[src/rtl/core/assert_macros.svh]
// Assertion macros shared by the decoder RTL.
// Depends on nothing; included by the files that carry assertions.
`ifndef ASSERT_MACROS_SVH
`define ASSERT_MACROS_SVH

// Plain property, checked on every rising clock edge outside reset.
`define DXT_ASSERT(label, clk, rst_n, prop, msg) \
  label: assert property (@(posedge clk) disable iff (!rst_n) (prop)) else $error(msg);

// Same-cycle implication, checked outside reset.
`define DXT_ASSERT_IMP(label, clk, rst_n, ante, cons, msg) \
  label: assert property (@(posedge clk) disable iff (!rst_n) (ante) |-> (cons)) \
    else $error(msg);

// Next-cycle implication, checked outside reset.
`define DXT_ASSERT_NXT(label, clk, rst_n, ante, cons, msg) \
  label: assert property (@(posedge clk) disable iff (!rst_n) (ante) |=> (cons)) \
    else $error(msg);

`endif

[src/rtl/core/dxt_pkg.sv]
// Shared types, constants and helper functions for the DXT block decoder.
// Depends on nothing; used by every decoder module.
package dxt_pkg;

  // Block format codes held in the format register.
  localparam logic [1:0] FMT_DXT1 = 2'd0;
  localparam logic [1:0] FMT_DXT3 = 2'd1;
  localparam logic [1:0] FMT_DXT5 = 2'd2;

  // Register index of the format register, taken from paddr bit 2.
  localparam logic REG_BLOCK_FORMAT = 1'b0;

  // Selector code of the fourth palette entry.
  localparam logic [1:0] SEL_LAST = 2'd3;

  // Six-step alpha mode: these steps give fixed zero and full alpha.
  localparam logic [2:0] ASTEP_ZERO = 3'd5;
  localparam logic [2:0] ASTEP_FULL = 3'd6;

  localparam logic [7:0] ALPHA_OPAQUE = 8'd255;

  // Reciprocal multipliers for truncating division by 3, 5 and 7.
  // Exact for dividends below 2048, which covers every sum formed here.
  localparam logic [9:0]  DIV3_MUL = 10'd683;   // x/3 = (x*683) >> 11
  localparam logic [10:0] DIV5_MUL = 11'd1639;  // x/5 = (x*1639) >> 13
  localparam logic [11:0] DIV7_MUL = 12'd2341;  // x/7 = (x*2341) >> 14

  // Decoded block, handed from the lane stage to the texel output stage.
  typedef struct packed {
    logic [3:0][23:0] pal;    // four RGB entries, red in bits 7:0
    logic [7:0][7:0]  acode;  // endpoint and interpolated alpha codes
    logic [31:0]      sel;    // 2-bit color selectors
    logic [63:0]      ah;     // alpha half: nibbles or 3-bit selectors
    logic [1:0]       fmt;
    logic             three;  // DXT1 three-color mode
  } blk_t;

  // Widen a 565 word to 8 bits per channel by bit replication.
  function automatic logic [23:0] expand565(input logic [15:0] w);
    logic [4:0] r;
    logic [5:0] g;
    logic [4:0] b;
    r = w[15:11];
    g = w[10:5];
    b = w[4:0];
    return {b, b[4:2], g, g[5:4], r, r[4:2]};
  endfunction

  // Small weight times an 8-bit value, as a shift-and-add.
  function automatic logic [10:0] wmul(input logic [2:0] w, input logic [7:0] a);
    logic [10:0] s;
    s = '0;
    if (w[0]) s = s + {3'b000, a};
    if (w[1]) s = s + {2'b00, a, 1'b0};
    if (w[2]) s = s + {1'b0, a, 2'b00};
    return s;
  endfunction

endpackage

[src/rtl/core/dxt_block_decoder.sv]
// Top level of the DXT1/DXT3/DXT5 block decoder: input stage, lanes, emitter.
// Depends on dxt_pkg, dxt_color_lane, dxt_alpha_lane, dxt_texel_mux and
// assert_macros.svh.
//
//   channel  | direction | handshake                 | payload
//   ---------+-----------+---------------------------+------------------------------
//   in       | sink      | in_valid_i / in_stall_o   | alpha_half_i, color_half_i
//   out      | source    | out_valid_o / out_stall_i | texel_color_o, texel_index_o,
//            |           |                           | last_texel_o
//   config   | sink      | APB (psel, penable, ...)  | block_format at address 0
//
// A block is sent as sixteen texels through the single texel output port.
// It passes the input stage, the emitter and the output register; the next block is
// accepted while the current one is emitted, so blocks follow without gaps.
// Reset clears the format register to DXT1 and empties every stage.
// A stall on the output holds the current texel and backs up into the input.
`include "assert_macros.svh"

module dxt_block_decoder (
  input  logic        clk_i,
  input  logic        rst_ni,
  // input channel
  input  logic        in_valid_i,
  output logic        in_stall_o,
  input  logic [63:0] alpha_half_i,
  input  logic [63:0] color_half_i,
  // output channel
  output logic        out_valid_o,
  input  logic        out_stall_i,
  output logic [31:0] texel_color_o,
  output logic [3:0]  texel_index_o,
  output logic        last_texel_o,
  // configuration port
  input  logic        psel,
  input  logic        penable,
  input  logic        pwrite,
  input  logic [2:0]  paddr,
  input  logic [31:0] pwdata,
  output logic [31:0] prdata,
  output logic        pready
);

  logic [1:0]    fmt_q;
  logic          cfg_wr;
  logic          in_acc;
  logic          p_valid_q, p_valid_d;
  logic [63:0]   p_ah_q;
  logic [63:0]   p_ch_q;
  logic          e_valid_q, e_valid_d;
  logic [3:0]    e_cnt_q, e_cnt_d;
  dxt_pkg::blk_t e_blk_q;
  dxt_pkg::blk_t blk_d;
  logic          e_issue;
  logic          e_done;
  logic          e_load;
  logic          o_valid_q, o_valid_d;
  logic [31:0]   o_color_q;
  logic [3:0]    o_index_q;
  logic          o_last_q;
  logic [31:0]   texel_color;
  logic [15:0]   w0;
  logic [15:0]   w1;
  logic [23:0]   e0_rgb;
  logic [23:0]   e1_rgb;
  logic          three;
  logic [2:0][7:0] mid2;
  logic [2:0][7:0] mid3;
  logic [6:1][7:0] acode_mid;

  // Configuration register: written on the access phase of an APB transaction.
  assign pready = 1'b1;
  assign cfg_wr = psel & penable & pwrite;
  assign prdata = (paddr[2] == dxt_pkg::REG_BLOCK_FORMAT) ? {30'd0, fmt_q} : 32'd0;

  always_ff @(posedge clk_i or negedge rst_ni) begin
    if (!rst_ni) begin
      fmt_q <= dxt_pkg::FMT_DXT1;
    end else if (cfg_wr && paddr[2] == dxt_pkg::REG_BLOCK_FORMAT) begin
      fmt_q <= pwdata[1:0];
    end
  end

  // Stage control: the emitter issues a texel whenever the output register frees up.
  assign e_issue    = e_valid_q && (!o_valid_q || !out_stall_i);
  assign e_done     = e_issue && (e_cnt_q == 4'hf);
  assign e_load     = p_valid_q && (!e_valid_q || e_done);
  assign in_stall_o = p_valid_q && !e_load;
  assign in_acc     = in_valid_i && !in_stall_o;

  always_comb begin
    p_valid_d = p_valid_q;
    if (in_acc) begin
      p_valid_d = 1'b1;
    end else if (e_load) begin
      p_valid_d = 1'b0;
    end
  end

  always_comb begin
    e_valid_d = e_valid_q;
    e_cnt_d   = e_cnt_q;
    if (e_load) begin
      e_valid_d = 1'b1;
      e_cnt_d   = '0;
    end else if (e_done) begin
      e_valid_d = 1'b0;
      e_cnt_d   = '0;
    end else if (e_issue) begin
      e_cnt_d = e_cnt_q + 4'd1;
    end
  end

  always_comb begin
    o_valid_d = o_valid_q;
    if (e_issue) begin
      o_valid_d = 1'b1;
    end else if (!out_stall_i) begin
      o_valid_d = 1'b0;
    end
  end

  always_ff @(posedge clk_i or negedge rst_ni) begin
    if (!rst_ni) begin
      p_valid_q <= 1'b0;
      e_valid_q <= 1'b0;
      e_cnt_q   <= '0;
      o_valid_q <= 1'b0;
    end else begin
      p_valid_q <= p_valid_d;
      e_valid_q <= e_valid_d;
      e_cnt_q   <= e_cnt_d;
      o_valid_q <= o_valid_d;
    end
  end

  // Input stage: holds one accepted transaction for the lanes.
  always_ff @(posedge clk_i) begin
    if (in_acc) begin
      p_ah_q <= alpha_half_i;
      p_ch_q <= color_half_i;
    end
  end

  // Endpoint expansion and mode decision.
  assign w0     = p_ch_q[15:0];
  assign w1     = p_ch_q[31:16];
  assign e0_rgb = dxt_pkg::expand565(w0);
  assign e1_rgb = dxt_pkg::expand565(w1);
  assign three  = (fmt_q == dxt_pkg::FMT_DXT1) && (w0 <= w1);

  // Color lanes, one per channel.
  for (genvar g = 0; g < 3; g++) begin : g_color
    dxt_color_lane u_lane (
      .e0_i    (e0_rgb[8*g +: 8]),
      .e1_i    (e1_rgb[8*g +: 8]),
      .three_i (three),
      .mid2_o  (mid2[g]),
      .mid3_o  (mid3[g])
    );
  end

  // Alpha lanes, one per interpolated step.
  for (genvar s = 1; s < 7; s++) begin : g_alpha
    dxt_alpha_lane u_lane (
      .a0_i   (p_ah_q[7:0]),
      .a1_i   (p_ah_q[15:8]),
      .step_i (3'(s)),
      .code_o (acode_mid[s])
    );
  end

  // Gather lane results into the decoded block.
  always_comb begin
    blk_d.pal[0]   = e0_rgb;
    blk_d.pal[1]   = e1_rgb;
    blk_d.pal[2]   = mid2;
    blk_d.pal[3]   = mid3;
    blk_d.acode[0] = p_ah_q[7:0];
    blk_d.acode[1] = p_ah_q[15:8];
    for (int s = 1; s < 7; s++) begin
      blk_d.acode[s+1] = acode_mid[s];
    end
    blk_d.sel   = p_ch_q[63:32];
    blk_d.ah    = p_ah_q;
    blk_d.fmt   = fmt_q;
    blk_d.three = three;
  end

  always_ff @(posedge clk_i) begin
    if (e_load) begin
      e_blk_q <= blk_d;
    end
  end

  // Merging stage and output register.
  dxt_texel_mux u_mux (
    .blk_i   (e_blk_q),
    .idx_i   (e_cnt_q),
    .color_o (texel_color)
  );

  always_ff @(posedge clk_i) begin
    if (e_issue) begin
      o_color_q <= texel_color;
      o_index_q <= e_cnt_q;
      o_last_q  <= (e_cnt_q == 4'hf);
    end
  end

  assign out_valid_o   = o_valid_q;
  assign texel_color_o = o_color_q;
  assign texel_index_o = o_index_q;
  assign last_texel_o  = o_last_q;

  // The emitter keeps its block until the sixteenth texel has been issued.
  `DXT_ASSERT_NXT(a_emit_hold, clk_i, rst_ni, e_issue && e_cnt_q != 4'hf, e_valid_q, "emitter dropped a block early")
  // A newly loaded block starts at the first texel.
  `DXT_ASSERT_NXT(a_load_start, clk_i, rst_ni, e_load, e_cnt_q == 4'h0, "block load did not restart the count")
  // The last marker only goes with the sixteenth texel position.
  `DXT_ASSERT_IMP(a_last_index, clk_i, rst_ni, out_valid_o && last_texel_o, texel_index_o == 4'hf, "last marker on wrong texel")
  // An accepted transaction lands in the input stage.
  `DXT_ASSERT_NXT(a_in_capture, clk_i, rst_ni, in_acc, p_valid_q, "accepted block lost")

endmodule

[src/rtl/core/dxt_color_lane.sv]
// One color channel lane: computes the two interpolated palette entries.
// Depends on dxt_pkg for the reciprocal constant.
module dxt_color_lane (
  input  logic [7:0] e0_i,
  input  logic [7:0] e1_i,
  input  logic       three_i,
  output logic [7:0] mid2_o,
  output logic [7:0] mid3_o
);

  logic [8:0]  sum_half;
  logic [9:0]  sum2;
  logic [9:0]  sum3;
  logic [19:0] prod2;
  logic [19:0] prod3;

  // Weighted sums of the two endpoints.
  assign sum_half = {1'b0, e0_i} + {1'b0, e1_i};
  assign sum2     = {1'b0, e0_i, 1'b0} + {2'b00, e1_i};
  assign sum3     = {2'b00, e0_i} + {1'b0, e1_i, 1'b0};

  // Division by three through the reciprocal multiplier.
  assign prod2 = 20'(sum2) * 20'(dxt_pkg::DIV3_MUL);
  assign prod3 = 20'(sum3) * 20'(dxt_pkg::DIV3_MUL);

  // Three-color mode uses the midpoint and black for the last entry.
  always_comb begin
    if (three_i) begin
      mid2_o = sum_half[8:1];
      mid3_o = '0;
    end else begin
      mid2_o = prod2[18:11];
      mid3_o = prod3[18:11];
    end
  end

endmodule

[src/rtl/core/dxt_alpha_lane.sv]
// One alpha lane: computes one interpolated DXT5 alpha code for a given step.
// Depends on dxt_pkg for the weighting function and reciprocal constants.
module dxt_alpha_lane (
  input  logic [7:0] a0_i,
  input  logic [7:0] a1_i,
  input  logic [2:0] step_i,
  output logic [7:0] code_o
);

  logic        eight;
  logic [2:0]  w0;
  logic [10:0] wsum;
  logic [22:0] prod7;
  logic [21:0] prod5;

  // Eight-step mode when the first endpoint is larger.
  assign eight = (a0_i > a1_i);
  assign w0    = eight ? (3'd7 - step_i) : (3'd5 - step_i);
  assign wsum  = dxt_pkg::wmul(w0, a0_i) + dxt_pkg::wmul(step_i, a1_i);

  // Division by seven or five through reciprocal multipliers.
  assign prod7 = 23'(wsum) * 23'(dxt_pkg::DIV7_MUL);
  assign prod5 = 22'(wsum) * 22'(dxt_pkg::DIV5_MUL);

  // In six-step mode the two top steps are fixed zero and full alpha.
  always_comb begin
    priority if (eight) begin
      code_o = prod7[21:14];
    end else if (step_i == dxt_pkg::ASTEP_ZERO) begin
      code_o = '0;
    end else if (step_i == dxt_pkg::ASTEP_FULL) begin
      code_o = dxt_pkg::ALPHA_OPAQUE;
    end else begin
      code_o = prod5[20:13];
    end
  end

endmodule

[src/rtl/core/dxt_texel_mux.sv]
// Merging stage: picks the color and alpha of one texel from the lane results.
// Depends on dxt_pkg for the block type and format codes.
module dxt_texel_mux (
  input  dxt_pkg::blk_t blk_i,
  input  logic [3:0]    idx_i,
  output logic [31:0]   color_o
);

  logic [1:0]  sel;
  logic [3:0]  nib;
  logic [5:0]  apos;
  logic [2:0]  asel;
  logic [23:0] rgb;
  logic [7:0]  alpha;

  // Selector fields of this texel.
  assign sel  = blk_i.sel[{idx_i, 1'b0} +: 2];
  assign nib  = blk_i.ah[{idx_i, 2'b00} +: 4];
  assign apos = 6'd16 + {1'b0, idx_i, 1'b0} + {2'b00, idx_i};
  assign asel = blk_i.ah[apos +: 3];
  assign rgb  = blk_i.pal[sel];

  // Alpha source depends on the block format.
  always_comb begin
    priority if (blk_i.fmt == dxt_pkg::FMT_DXT1) begin
      alpha = (blk_i.three && sel == dxt_pkg::SEL_LAST) ? 8'd0 : dxt_pkg::ALPHA_OPAQUE;
    end else if (blk_i.fmt == dxt_pkg::FMT_DXT3) begin
      alpha = {nib, nib};
    end else begin
      alpha = blk_i.acode[asel];
    end
  end

  assign color_o = {alpha, rgb};

endmodule

[config.mk]
export PLATFORM = sky130hd
export DESIGN_NAME = dxt_block_decoder
export DESIGN_NICKNAME = d
export VERILOG_FILES = /design/src/rtl/core/dxt_pkg.sv /design/src/rtl/core/dxt_block_decoder.sv /design/src/rtl/core/dxt_color_lane.sv /design/src/rtl/core/dxt_alpha_lane.sv /design/src/rtl/core/dxt_texel_mux.sv
export VERILOG_INCLUDE_DIRS = /design/src /design/src/rtl/core
export SDC_FILE = /design/constraint.sdc
export NUM_CORES = 2
export LEC_CHECK = 0
export BUFFER_PORTS_ARGS = -buffer_cell sky130_fd_sc_hd__buf_2
export CAP_MARGIN = 40
export CORE_MARGIN = 2
export CORE_UTILIZATION = 40
export DETAILED_ROUTE_END_ITERATION = 8
export HOLD_SLACK_MARGIN = 0.08
export PLACE_DENSITY_LB_ADDON = 0.08
export SLEW_MARGIN = 20
export SYNTH_ARGS = -nofsm -noshare
export SYNTH_HDL_FRONTEND = slang
export SYNTH_SLANG_ARGS = --single-unit
[constraint.sdc]
create_clock -name clk_i -period 14.5 [get_ports clk_i]
set_input_delay 0.725 -clock clk_i [delete_from_list [all_inputs] [get_ports clk_i]]
set_output_delay 0.725 -clock clk_i [all_outputs]
set_load 0.05 [all_outputs]
==> results.py <==
metrics = {
    "status": {
        "outcome": "completed",
    },
    "cts": {
        "cts_max_level": 2,
        "post_cts.repair.setup_buffers": 0,
        "clk_pin_slew_ns": 0.06,
        "clock_sinks": 401,
        "numCtsBuffers": 51,
        "clkLatencyLatePin_ns": 0.66,
        "post_cts_resized": 0,
        "cts-root-buf": "clkbuf_16",
        "cts_tree": "built",
        "ctsHoldBuffers": 1,
        "cts_buffer_depth": 3,
    },
    "sta": {
        "finalCriticalPeriod_ns": 10.91,
        "rsz0062_at_grt": "no",
        "clock_skew_ns": 0.0591,
        "relSlewSlack": 0.364,
        "setup_tns_ns": 0,
        "hold_violations": 0,
        "worstMarginPinSlew_ns": 0.954,
        "slew_viol_final": 0,
        "clock.fmax_mhz": 91.7,
        "post-route-period-util": 0.752,
        "finalSetupViolCount": 0,
        "setup_ws_ns": 3.59,
    },
    "placement": {
        "dpl.hpwl_um": 91700,
        "numPortBuffers": 178,
        "place_ws_ns": 3.25,
        "gp_congestion": 0.815,
    },
    "global_route": {
        "globalRouteOverflowTotal": 0,
        "grt_pass1_wl_um": 184000,
        "antenna_found_initial": 9,
        "track_usage": 0.187,
        "grt_pass1_vias": 32800,
        "grt_max_degree": 129,
    },
    "route": {
        "drt_iter0_markers": 1533,
        "via_per_inst": 5.03,
        "first_pass_iters": 5,
        "drcViolationCount": 0,
        "final_antenna_net_count": 0,
        "vias": 31100,
        "finalWirelength_um": 114000,
        "routedWlPerCell_um": 18.5,
    },
    "die": {
        "initial_utilization": 0.402,
        "ioPinCount": 242,
        "die_area_um2": 125000,
        "die_width_um": 354,
        "dieHeight_um": 354,
        "rows": 128,
        "coreArea_um2": 122000,
    },
    "finish": {
        "area_growth_pct": 9.70,
        "final_common_cell": "ha_1",
        "drive_gt1_frac": 0.0966,
        "nets": 6210,
        "n_antenna_cell": 0,
        "final_cell_mix": "ha_1 (1138), inv_1 (657), edfxtp_1 (392)",
    },
    "setup_path": {
        "worstPathRequired_ns": 14.97,
        "crit_slowest_cell": "edfxtp_1",
        "cp_data_arrival_time_ns": 11.38,
        "end_kind": "flip-flop",
        "critPathMaxStageDelay_ns": 0.71,
        "reg2reg_from": "p_ah_q[9]",
        "cp_max_fo": 54,
        "reg2reg_slack_ns": 3.59,
        "cp-start-kind": "flip-flop",
        "worstSetupPathType": "flip-flop to flip-flop",
        "crit_path_frequent_cell": "ha_1",
        "r2r-end": "e_blk_q[130]",
        "reg2reg_depth": 36,
    },
    "hold_path": {
        "whs_path_depth": 1,
        "holdPathEnd": "p_ch_q[49]",
        "min-delay-start": "color_half_i[49]",
        "hp-class": "primary input to flip-flop",
    },
    "yosys": {
        "async_reset_ff_frac": 0.0224,
        "netlist_area_um2": 48900,
        "ys.flop_type": "edfxtp_1",
        "ys_ff_latch": 401,
        "synth-edff-count": 392,
        "yosys_warnings": 0,
        "syn_area_per_cell_um2": 11.4,
        "yosysSeqAreaShare": 0.245,
        "synthCells": 4281,
        "synth.distinct_cells": 76,
    },
    "flow_run": {
        "max_cap_violations": 0,
    },
}
==> cell families (layout without fill, tap and decap cells) <==
kind of cell / after synthesis / count (layout) / share of synthesized area
fa+ha+maj: 1525 / 1525 / 0.449
buf+inv: 751 / 994 / 0.0624
compound gates: 615 / 615 / 0.0818
simple gates: 548 / 548 / 0.0534
flops: 401 / 401 / 0.245
xor+xnor: 263 / 263 / 0.0477
mux: 176 / 176 / 0.0597
other cells: 2 / 31 / 0.000154
==> metal layers <==
layer	routed length, µm	track usage
met2	53100	0.310
met5	47	0
met4	2050	0.0374
met1	55400	0.264
met3	3780	0.0202
==> worst max-delay path by stage <==
stage                     startpoint      endpoint  slack, ns
after floorplan            p_ah_q[0]  e_blk_q[162]       4.80
after global placement     p_ah_q[9]  e_blk_q[130]       3.34
after detailed placement   p_ah_q[9]  e_blk_q[130]       3.25
after CTS                  p_ah_q[9]  e_blk_q[130]       3.14
after global routing       p_ah_q[9]  e_blk_q[130]       2.66
final                      p_ah_q[9]  e_blk_q[130]       3.59
==> state kept, by name, summed over array words and instances (netlist names) <==
signal and cells:
last_texel_o 1, fmt_q 2, e_blk_q 227, texel_color_o 32, p_ch_q 64, e_cnt_q 4, p_ah_q 64, e_valid_q 1
texel_index_o 4, out_valid_o 1, p_valid_q 1
==> synth_stat cells (56+ instances only) <==
library cell | number | share of area
fa_1 | 386 | 0.16
ha_1 | 1139 | 0.29
nand2_1 | 127 | 0.0097
nor2_1 | 174 | 0.013
a21o_1 | 71 | 0.011
xnor2_1 | 184 | 0.033
o21ai_0 | 93 | 0.0095
mux2i_1 | 80 | 0.016
nor3_1 | 56 | 0.0057
inv_1 | 658 | 0.051
mux4_2 | 87 | 0.040
edfxtp_1 | 392 | 0.24
a21oi_1 | 187 | 0.019
xor2_1 | 76 | 0.014
==> final cells by class <==
cell class              instances  area (µm²)
clock buffers                  58        1300
flip-flops and latches        401       12000
inverters                     662        2480
multi-input cells            3158       34000
repair buffers                241        1440
fillers                     11400       67900
clock inverters                33         397
well taps                    1625        2030
==> stage by stage <==
| step | util | std cells | hold slack, ns | cell area [µm²] |
|---|---|---|---|---|
| floorplan | - | 4310 | 0.400 | 49000 |
| global placement | 0.426 | 6080 | 0.401 | 51800 |
| detailed placement | 0.427 | 6084 | 0.405 | 51900 |
| CTS | 0.441 | 6176 | 0.183 | 53600 |
| global route | 0.441 | 6178 | 0.193 | 53600 |
| finish | 0.441 | 6178 | 0.238 | 53600 |
==> critical path: cells and delay by family (launching register included) <==
| kind | cells | cell delay, ns |
|---|---|---|
| xor+xnor | 1 | 0.14 |
| fa+ha+maj | 9 | 3.16 |
| buf+inv | 4 | 1.14 |
| compound gates | 15 | 3.95 |
| flops | 1 | 0.71 |
| simple gates | 7 | 1.60 |
Power is left out: the tool's default activity adds up to more than one toggle a clock period on the data nets, which glitch-free logic cannot reach.
